### src/rtl/core/mti_pkg.sv
// shared constants, codes and types of the mesh table interpolator
// no dependencies
package mti_pkg;

  localparam int MESH_POINTS = 64;
  localparam int COLUMNS     = 4;
  localparam int SLICES      = 4;
  localparam int AHEAD       = 3;
  localparam int ADDR_W      = $clog2(MESH_POINTS);
  localparam int LEN_W       = $clog2(MESH_POINTS + 1);
  localparam int COL_W       = $clog2(COLUMNS);
  localparam int SLICE_W     = $clog2(SLICES);
  localparam int SAMP_DEPTH  = SLICES * COLUMNS * MESH_POINTS;
  localparam int SAMP_AW     = SLICE_W + COL_W + ADDR_W;
  localparam int DIV_STEPS   = 32;
  localparam int DIV_CNT_W   = $clog2(DIV_STEPS);
  localparam int SUM_W       = 56;
  localparam int STEP_W      = 31;
  localparam int CFG_IDX_W   = 2;

  // action codes
  localparam logic [1:0] ACT_WR_COORD  = 2'd0;
  localparam logic [1:0] ACT_WR_SAMPLE = 2'd1;
  localparam logic [1:0] ACT_INTERP    = 2'd2;
  localparam logic [1:0] ACT_AVERAGE   = 2'd3;

  // register indexes
  localparam logic [CFG_IDX_W-1:0] CFG_MESH_LENGTH = 2'd0;
  localparam logic [CFG_IDX_W-1:0] CFG_MESH_STEP   = 2'd1;

  // one queued item with its class
  typedef struct packed {
    logic               wr_coord;
    logic               wr_sample;
    logic               average;
    logic [1:0]         action;
    logic [1:0]         slice_z;
    logic [1:0]         column_x;
    logic [5:0]         point_index;
    logic signed [31:0] write_value;
    logic signed [31:0] query_start;
    logic signed [31:0] query_stop;
  } item_t;

  // divider request
  typedef struct packed {
    logic        start;
    logic [32:0] rem0;
    logic [32:0] den;
    logic [31:0] low;
  } div_cmd_t;

endpackage

### src/rtl/core/mti_divider.sv
// radix-2 restoring divider, one quotient bit per cycle, 32-bit quotient
// depends on mti_pkg
module mti_divider (
  input  logic              clk,
  input  logic              rst,
  input  mti_pkg::div_cmd_t cmd,
  output logic              done,
  output logic [31:0]       quot
);

  logic [32:0]                   rem;
  logic [32:0]                   den;
  logic [31:0]                   low;
  logic                          busy;
  logic [mti_pkg::DIV_CNT_W-1:0] cnt;
  logic [33:0]                   trial;
  logic                          ge;

  assign trial = {rem, low[31]};
  assign ge    = (trial >= {1'b0, den});

  // datapath
  always_ff @(posedge clk) begin
    if (cmd.start) begin
      rem <= cmd.rem0;
      den <= cmd.den;
      low <= cmd.low;
    end else if (busy) begin
      rem  <= ge ? 33'(trial - {1'b0, den}) : trial[32:0];
      quot <= {quot[30:0], ge};
      low  <= {low[30:0], 1'b0};
    end
  end

  // step control
  always_ff @(posedge clk) begin
    if (rst) begin
      busy <= 1'b0;
      cnt  <= '0;
      done <= 1'b0;
    end else begin
      done <= 1'b0;
      if (cmd.start) begin
        busy <= 1'b1;
        cnt  <= '0;
      end else if (busy) begin
        cnt <= cnt + 1'b1;
        if (cnt == mti_pkg::DIV_CNT_W'(mti_pkg::DIV_STEPS - 1)) begin
          busy <= 1'b0;
          done <= 1'b1;
        end
      end
    end
  end

endmodule

### config.mk
export PLATFORM = sky130hd
export DESIGN_NAME = mti_divider
export DESIGN_NICKNAME = d
export VERILOG_FILES = /design/src/rtl/core/mti_pkg.sv /design/src/rtl/core/mti_divider.sv
export SDC_FILE = /design/constraint.sdc
export NUM_CORES = 1
export LEC_CHECK = 0
export BUFFER_PORTS_ARGS = -buffer_cell sky130_fd_sc_hd__buf_4
export CAP_MARGIN = 20
export CORE_MARGIN = 2
export CORE_UTILIZATION = 51
export DETAILED_ROUTE_END_ITERATION = 16
export GPL_TIMING_DRIVEN = 0
export HOLD_SLACK_MARGIN = 0.08
export PLACE_DENSITY = 0.76
export SYNTH_ARGS = -nofsm -noshare
export SYNTH_HDL_FRONTEND = slang
export SYNTH_SLANG_ARGS = --single-unit
### constraint.sdc
create_clock -name clk -period 2.9 [get_ports clk]
set_input_delay 0.435 -clock clk [delete_from_list [all_inputs] [get_ports clk]]
set_output_delay 0.435 -clock clk [all_outputs]
set_load 0.02 [all_outputs]
==> flow_summary.toml <==
[floorplan]
die_y_um = 123.9
dieArea_sq_um = 15360
coreArea_sq_um = 13990
die_x_um = 123.9
start_util_pct = 52.44
boundaryPins = 134
rows = 43

[cts]
path_clk_slew_ps = 60
tritoncts = "done"
clk_latency_ps = 430
root_buffer = "clkbuf_16"
htree_num_levels = 4
holdBufCountCts = 0
cts_buffer_depth = 2
numCtsBuffers = 17
clock_sinks = 137

[setup_path]
worstRegToRegCells = 13
crit_path_end_kind = "register"
crit_required_ps = 3070
r2r_slack_ps = -80
r2r_start = "low[31]$_DFFE_PP_"
reg2reg_to = "rem[17]$_DFFE_PP_"
cp-startpoint = "low[31]$_DFFE_PP_"
start_kind = "register"
critPathMaxFanout = 5
critPathKind = "reg -> reg"
arrival_ps = 3160

[min_path]
min_from = "cmd[52]"
min_to = "den[20]$_DFFE_PP_"
hold_depth = 1
hold_path_class = "in -> reg"

[cells_and_area]
final_area_sq_um = 9398
drive_above_1_share_pct = 35.30
nets = 920
n_antenna_cell = 0
area_delta_synth_final_pct = 28.11

[power_and_ir_drop]
p_leak_uw = 0.003891
sw_frac_of_total_pct = 34.17
powerDensity_nw_per_um2 = 855.2
power_frac_comb_pct = 39.8
share_seq_of_total_power_pct = 33.3
p_sw_uw = 2747
finalPower_uw = 8037
p_int_uw = 5291
pwr-share-clk_pct = 26.9
peakVddDrop_mv = 0.5995

[sta]
period_needed_ps = 2982
worst_pin_slew_ps = 703.1
finalSetupViolCount = 16
hold_viol = 0
drv_slew = 0
finalWorstSetupSlack_ps = -82.46
slew_headroom_pct = 53.13
fmax_ghz = 0.3353
skew_ps = 10.68
rsz0062_at_grt = "yes"
period_share_pct = 102.8
whs_ps = 180.2

[logic_synthesis]
yosysSeqAreaShare_pct = 55.13
avgSynthCellArea_sq_um = 11.81
syn_area_sq_um = 7336
synth_fp_nets = 758
ys_types = 57
netlist.area_leader.share_pct = 53.22
synth_common_cells = "130 x edfxtp_1, 60 x a21oi_1, 51 x mux2_2"
ys.flop_type = "edfxtp_1"
synth_warnings = 0
synth_cells = 621
synth-seq-cells = 137
yosys-top-cells-area = "edfxtp_1 53%, mux2_2 7.8%, ha_1 6.0%, a21oi_1 4.1%, a21o_1 2.3%"
synth_most_common_cell = "edfxtp_1"
ys_async_sr_fraction_pct = 0
synth_edf_count = 130
synth.largest_area_cell = "edfxtp_1"

[detailed_routing]
firstDrtPassIters = 5
wl_per_cell_um = 17.66
drt_wl_total_um = 17240
drt-initial-drc-count = 442
vias = 5487
drc_errors = 0
vias_per_cell = 5.622
antenna_left = 0

[global_route]
grt_pass1_wl_um = 26260
grt_max_degree = 35
grt_antenna_before_repair = 0
grt_pass1_vias = 5251
grt_usage_pct = 22.76
overflow = 0

[place]
port_buffers = 133
gp_congestion = 0.9414
postPlaceCellArea_sq_um = 8583
dpl.hpwl_um = 11860

[flow_run]
cap_violations = 0

[outcome]
status = "finished with violations"
violations = "negative setup slack"
[cell families (layout without fill, tap and decap cells)]
family,Yosys count,count (layout),share of synthesized area [%]
AOI/OAI and AO/OA,146,146,12.43
and+or+nand+nor,142,143,9.278
DFF,137,137,55.13
buffers and inverters,70,244,4.110
muxes,58,58,8.989
adders and majority gates,36,36,6.243
xor gates and xnor gates,32,32,3.821
[final cells by class]
type | instances | area, sq um
fillers | 1079 | 4591
clock inverters | 11 | 120.1
well taps | 180 | 225.2
inverters | 41 | 166.4
repair buffers | 143 | 1079
plain buffers | 28 | 167.7
multi-input cells | 415 | 3126
flip-flops and latches | 137 | 4044
clock buffers | 21 | 470.5
[worst max path at each step]
stage,end,slack [ps],cells after the start
after floorplan,rem[17]$_DFFE_PP_,20,13
after global placement,rem[15]$_DFFE_PP_,-890,5
after detailed placement,rem[13]$_DFFE_PP_,-490,5
after CTS,rem[17]$_DFFE_PP_,-100,13
after global routing,rem[17]$_DFFE_PP_,-230,13
final,rem[17]$_DFFE_PP_,-80,13
[sequential cells by signal, indices dropped and copies added (netlist names)]
signal,count
low,32
den,33
busy,1
rem,33
done,1
cnt,5
quot,32
[power by group through the flow]
stage          combinational (uW)  clock (uW)  sequential [uW]
5_1_grt                      3520        2270             2700
3_3_place_gp                 2800           0             2680
2_1_floorplan                2170           0             2670
3_5_place_dp                 2860           0             2700
4_1_cts                      2970        2200             2660
6_report                     3200        2160             2680
[layout by cell type (no fill, tap or decap), types with 17 or more instances in the layout]
cell and n:
nor2_1 32, nand2_1 42, a21o_1 22, edfxtp_1 130, buf_4 143, mux2_2 48
clkbuf_16 17, o21ai_0 18, xnor2_1 17, a21oi_1 49, inv_1 39, ha_1 32
[routing by layer]
metal  vias up  global-route usage [%]  share of wire [%]
met4         0                   8.357                2.0
met5         -                       0                  0
met2       183                   36.09                 47
li1       2625                       -                  -
met1      2659                   29.60                 44
met3        20                   7.005                6.8
[per-stage QoR]
stage | utilization (%) | TNS, ps | worst slack (ps) | cells
after detailed placement | 61.36 | -40510 | -490.7 | 935
after global routing | 67.18 | -4814 | -233.7 | 976
after floorplan | - | 0 | 20.32 | 621
after global placement | 61.22 | -86900 | -891.7 | 934
final | 67.18 | -487.7 | -82.46 | 976
after CTS | 66.13 | -889.9 | -97.87 | 974
[timing repair]
| item | CTS | global route |
|---|---|---|
| cloned | 2 | 0 |
| buffers inserted | 5 | 3 |
| pin swaps | 5 | 9 |
| setup endpoints to repair | 99 | 33 |
| gates resized for setup | 10 | 43 |
[critical path, stage by stage (launching register included)]
cell,delay (ps)
edfxtp_1,410
inv_1,80
ha_2,180
inv_2,40
fa_2,340
a21oi_2,170
o211ai_1,110
a22oi_2,190
a41oi_2,180
o21ai_2,210
o21ai_2,90
buf_6,150
mux2_4,310
mux2_2,270
No activity file was read; power rests on OpenSTA's default activity.
