<file path="src/rtl/core/mti_pkg.sv">
// shared constants, codes and types of the mesh table interpolator
// no dependencies
package mti_pkg;

  localparam int MESH_POINTS = 64;
  localparam int COLUMNS     = 4;
  localparam int SLICES      = 4;
  localparam int AHEAD       = 3;
  localparam int ADDR_W      = $clog2(MESH_POINTS);
  localparam int LEN_W       = $clog2(MESH_POINTS + 1);
  localparam int COL_W       = $clog2(COLUMNS);
  localparam int SLICE_W     = $clog2(SLICES);
  localparam int SAMP_DEPTH  = SLICES * COLUMNS * MESH_POINTS;
  localparam int SAMP_AW     = SLICE_W + COL_W + ADDR_W;
  localparam int DIV_STEPS   = 32;
  localparam int DIV_CNT_W   = $clog2(DIV_STEPS);
  localparam int SUM_W       = 56;
  localparam int STEP_W      = 31;
  localparam int CFG_IDX_W   = 2;

  // action codes
  localparam logic [1:0] ACT_WR_COORD  = 2'd0;
  localparam logic [1:0] ACT_WR_SAMPLE = 2'd1;
  localparam logic [1:0] ACT_INTERP    = 2'd2;
  localparam logic [1:0] ACT_AVERAGE   = 2'd3;

  // register indexes
  localparam logic [CFG_IDX_W-1:0] CFG_MESH_LENGTH = 2'd0;
  localparam logic [CFG_IDX_W-1:0] CFG_MESH_STEP   = 2'd1;

  // one queued item with its class
  typedef struct packed {
    logic               wr_coord;
    logic               wr_sample;
    logic               average;
    logic [1:0]         action;
    logic [1:0]         slice_z;
    logic [1:0]         column_x;
    logic [5:0]         point_index;
    logic signed [31:0] write_value;
    logic signed [31:0] query_start;
    logic signed [31:0] query_stop;
  } item_t;

  // divider request
  typedef struct packed {
    logic        start;
    logic [32:0] rem0;
    logic [32:0] den;
    logic [31:0] low;
  } div_cmd_t;

endpackage

</file>
<file path="src/rtl/core/mti_front.sv">
// front end: accepts input beats, classifies them, queues two items
// depends on mti_pkg
module mti_front (
  input  logic           clk,
  input  logic           rst,
  input  logic           s_tvalid,
  output logic           s_tready,
  input  logic [111:0]   s_tdata,
  input  logic [1:0]     s_tuser,
  output mti_pkg::item_t item,
  output logic           item_valid,
  input  logic           item_pop
);

  mti_pkg::item_t q [2];
  logic           wr_ptr;
  logic           rd_ptr;
  logic [1:0]     count;
  mti_pkg::item_t in_item;
  logic           push;

  // unpack and classify the incoming beat
  always_comb begin
    in_item.action      = s_tuser;
    in_item.slice_z     = s_tdata[1:0];
    in_item.column_x    = s_tdata[3:2];
    in_item.point_index = s_tdata[9:4];
    in_item.write_value = s_tdata[41:10];
    in_item.query_start = s_tdata[73:42];
    in_item.query_stop  = s_tdata[105:74];
    in_item.wr_coord    = (s_tuser == mti_pkg::ACT_WR_COORD);
    in_item.wr_sample   = (s_tuser == mti_pkg::ACT_WR_SAMPLE);
    in_item.average     = (s_tuser == mti_pkg::ACT_AVERAGE);
  end

  assign s_tready   = (count != 2'd2);
  assign push       = s_tvalid && s_tready;
  assign item_valid = (count != 2'd0);
  assign item       = q[rd_ptr];

  // queue storage
  always_ff @(posedge clk) begin
    if (push) begin
      q[wr_ptr] <= in_item;
    end
  end

  // queue pointers
  always_ff @(posedge clk) begin
    if (rst) begin
      wr_ptr <= 1'b0;
      rd_ptr <= 1'b0;
      count  <= 2'd0;
    end else begin
      if (push) wr_ptr <= ~wr_ptr;
      if (item_pop) rd_ptr <= ~rd_ptr;
      count <= count + 2'(push) - 2'(item_pop);
    end
  end

endmodule

</file>
<file path="config.mk">
export PLATFORM = sky130hd
export DESIGN_NAME = mti_front
export DESIGN_NICKNAME = d
export VERILOG_FILES = /design/src/rtl/core/mti_pkg.sv /design/src/rtl/core/mti_front.sv
export SDC_FILE = /design/constraint.sdc
export NUM_CORES = 1
export LEC_CHECK = 0
export ABC_CLOCK_PERIOD_IN_PS = 10640
export BUFFER_PORTS_ARGS = -buffer_cell sky130_fd_sc_hd__clkbuf_2
export CAP_MARGIN = 30
export CORE_MARGIN = 2
export CORE_UTILIZATION = 50
export DETAILED_ROUTE_END_ITERATION = 7
export MAX_ROUTING_LAYER = met4
export PLACE_DENSITY_LB_ADDON = 0.3
export SYNTH_ARGS = -nofsm -noshare
export SYNTH_HDL_FRONTEND = slang
export SYNTH_SLANG_ARGS = --single-unit
</file>
<file path="constraint.sdc">
create_clock -name clk -period 10.64 [get_ports clk]
set_clock_uncertainty 0.05 [all_clocks]
set_input_delay 1.064 -clock clk [delete_from_list [all_inputs] [get_ports clk]]
set_output_delay 1.064 -clock clk [all_outputs]
set_load 0.01 [all_outputs]
</file>
==> run_results.csv <==
group,metric,value,unit
status,status,"finished, final reports clean",
setup_path,worstPathCellList,"buf_4 -> mux2_1 -> clkbuf_2",
setup_path,cp.arrival,2660,ps
layout,antenna-diode-count,0,
clock_tree,cts_tree,"yes",
drt,via_per_inst,5.005,
clock_tree,insertion_delay,490,ps
pwr,net-switching-power,0.0004601,W
drt,ant_nets,0,
timing,tightest_slew,933.7,ps
min_path,hold_start,"rd_ptr",
pwr,p_total,0.002099,W
clock_tree,htree_num_levels,1,
drt,drc_errors,0,
pwr,comb_power_share,11.3,%
timing,tns,0,ps
timing,rsz0062_at_grt,"no",
pwr,p_clk_share,36.6,%
setup_path,crit_path_start_kind,"flop",
setup_path,crit_fanout,59,
pwr,pwr_density_cell,203.1,mW/mm^2
setup_path,r2r-start,"count[0]",
setup_path,cpPeakStageDelay,810,ps
timing,slew_headroom,37.76,%
drt,first_pass_iters,4,
global_routing,grt_max_degree,72,
floorplanning,io_pins,231,
drt,vias,4259,
floorplanning,rows,47,
yosys,ys_warn_count,0,
placement,finalWeightedCongestion,0.7574,
clock_tree,cts_resized,0,
layout,drive_gt1_share,44.53,%
drt,drt_iter0_drc,207,
timing,period_needed,3770,ps
yosys,yosysUniqueCellTypes,24,
pwr,switching_share,21.92,%
timing,hold_violations,0,
drt,wl_per_cell,17.18,um
timing,finalMaxSlewViolations,0,
floorplanning,die_w,132.6,um
global_routing,grt_pass1_vias,4546,
yosys,ys_seq_area_share,81.86,%
floorplanning,core_area,0.01635,mm^2
min_path,hp-class,"reg2reg",
clock_tree,cts_num_sinks,227,
yosys,ys_seq_elements,227,
timing,setup_violations,0,
placement,hpwl,9385,um
pwr,leakage,3.921,nW
clock_tree,numCtsBuffers,23,
yosys,synthArstFlopShare,0,%
global_routing,antenna_found_initial,0,
yosys,syn_avg_cell_area,21.92,um^2
pwr,ir_drop,0.1372,mV
global_routing,grt_usage,16.66,%
layout,final_nets,736,
setup_path,crit_slowest_cell,"dfxtp_4",
timing,fin_crit_sh,35.43,%
yosys,syn-cell-area,0.008265,mm^2
yosys,synth_top_flop_cell,"edfxtp_1",
floorplanning,die_h,132.6,um
pwr,p_seq_share,52.2,%
timing,max_freq,0.2653,GHz
flow_run,cap_violations,0,
clock_tree,clkSlewWorstSetupHoldPaths,60,ps
setup_path,path_delay_family,"buffers and inverters",
floorplanning,initial_core_util,50.56,%
floorplanning,dieArea,0.01757,mm^2
clock_tree,cts_setup_buffers,0,
yosys,netlist_instances,377,
yosys,synth_edf_count,222,
drt,routed_wl,14620,um
placement,port_buffers,224,
yosys,syn_nets,496,
setup_path,end_kind,"output port",
setup_path,path_class,"reg2out",
global_routing,globalRouteOverflowTotal,0,
clock_tree,cts-root-buf,"clkbuf_16",
pwr,intPower,0.001639,W
setup_path,critical_path_buf_inv_count,2,
clock_tree,hold_buffers,0,
clock_tree,cts_buffer_depth,3,
global_routing,grt_pass1_wl,22580,um
setup_path,crit_required,9530,ps
layout,area_growth_syn_to_layout,25.04,%
[flip-flops by register name, summed over array words and instances (netlist names), named ones only]
signal / cells
q: 222
rd_ptr: 1
count: 2
wr_ptr: 1
[path summary, 6_finish.rpt]
| kind | to | slack [ps] | cells past startpoint |
|---|---|---|---|
| min reg2reg | rd_ptr | 490 | 2 |
| max reg2reg | q[0][89] | 8100 | 4 |
| max | item[62] | 6870 | 3 |
| min | rd_ptr | 490 | 2 |
[metrics by stage]
| step | utilization (%) | cell area, um^2 | setup WS [ps] | hold WS, ps | std cells |
|---|---|---|---|---|---|
| global placement | 58.83 | 9618 | 7375 | 443.8 | 812 |
| global route | 63.22 | 10330 | 6687 | 523.6 | 851 |
| finish | 63.22 | 10330 | 6870 | 491.6 | 851 |
| CTS | 63.22 | 10330 | 6789 | 488.2 | 851 |
| floorplan | - | 8265 | 6429 | 429.9 | 377 |
| detailed placement | 58.83 | 9618 | 7314 | 469.6 | 812 |
[cells by family (layout without fill, tap and decap cells)]
| group | Yosys count | in the layout | share of synthesized area (%) |
|---|---|---|---|
| fa+ha+maj | 1 | 1 | 0.1514 |
| mux | 111 | 111 | 15.12 |
| compound gates | 4 | 4 | 0.3784 |
| xor+xnor | 2 | 2 | 0.2120 |
| simple gates | 16 | 16 | 1.151 |
| buf+inv | 16 | 270 | 1.120 |
| flops | 227 | 227 | 81.86 |
[worst reg2reg max path: stages, from the launching register on]
cell and delay [ps]:
dfxtp_1 380, nand2b_1 220, nand3b_1 170, inv_4 560, buf_4 730
[Yosys cell counts (2+ instances only)]
cell type	n	area, um^2
mux2_1	90	1013
nand4_1	2	12.51
nor2_1	4	15.01
edfxtp_1	222	6666
inv_1	4	15.01
xnor2_1	2	17.52
dfxtp_1	5	100.1
nor2b_1	2	12.51
buf_4	7	52.55
mux2_2	21	236.5
buf_2	5	25.02
[routing by layer]
layer | GRT usage [%] | part of all wire, % | vias to the layer above | wire length (um)
met1 | 19.59 | 39 | 2069 | 5695
met4 | 5.974 | 3.1 | 0 | 454
li1 | - | - | 1977 | -
met2 | 28.35 | 50 | 174 | 7357
met5 | - | 0 | - | 0
met3 | 3.716 | 7.6 | 39 | 1111
[area by class of cell]
type / count / area, um^2
inverters: 4 / 17.52
multi-input cells: 134 / 1411
flip-flops and latches: 227 / 6770
repair buffers: 227 / 1144
fillers: 1204 / 6013
clock buffers: 30 / 601.8
clock inverters: 9 / 115.1
well taps: 220 / 275.3
[layout by cell type (no fill, tap or decap), drive strengths merged, types with 3 or more instances in the layout]
cell    netlist  layout
clkinv        0       6
mux2        111     111
nor2          4       4
inv           4       4
edfxtp      222     222
clkbuf        0     254
bufinv        0       3
dfxtp         5       5
buf          12       3
[power groups by stage]
stage	sequential [W]	clock (W)	combinational, W
3_3_place_gp	0.00111	0	0.000234
6_report	0.00110	0.000767	0.000236
2_1_floorplan	0.00111	0	0.000140
5_1_grt	0.00110	0.000817	0.000257
4_1_cts	0.00110	0.000787	0.000242
3_5_place_dp	0.00112	0	0.000240
(Power assumes the default switching activity.)
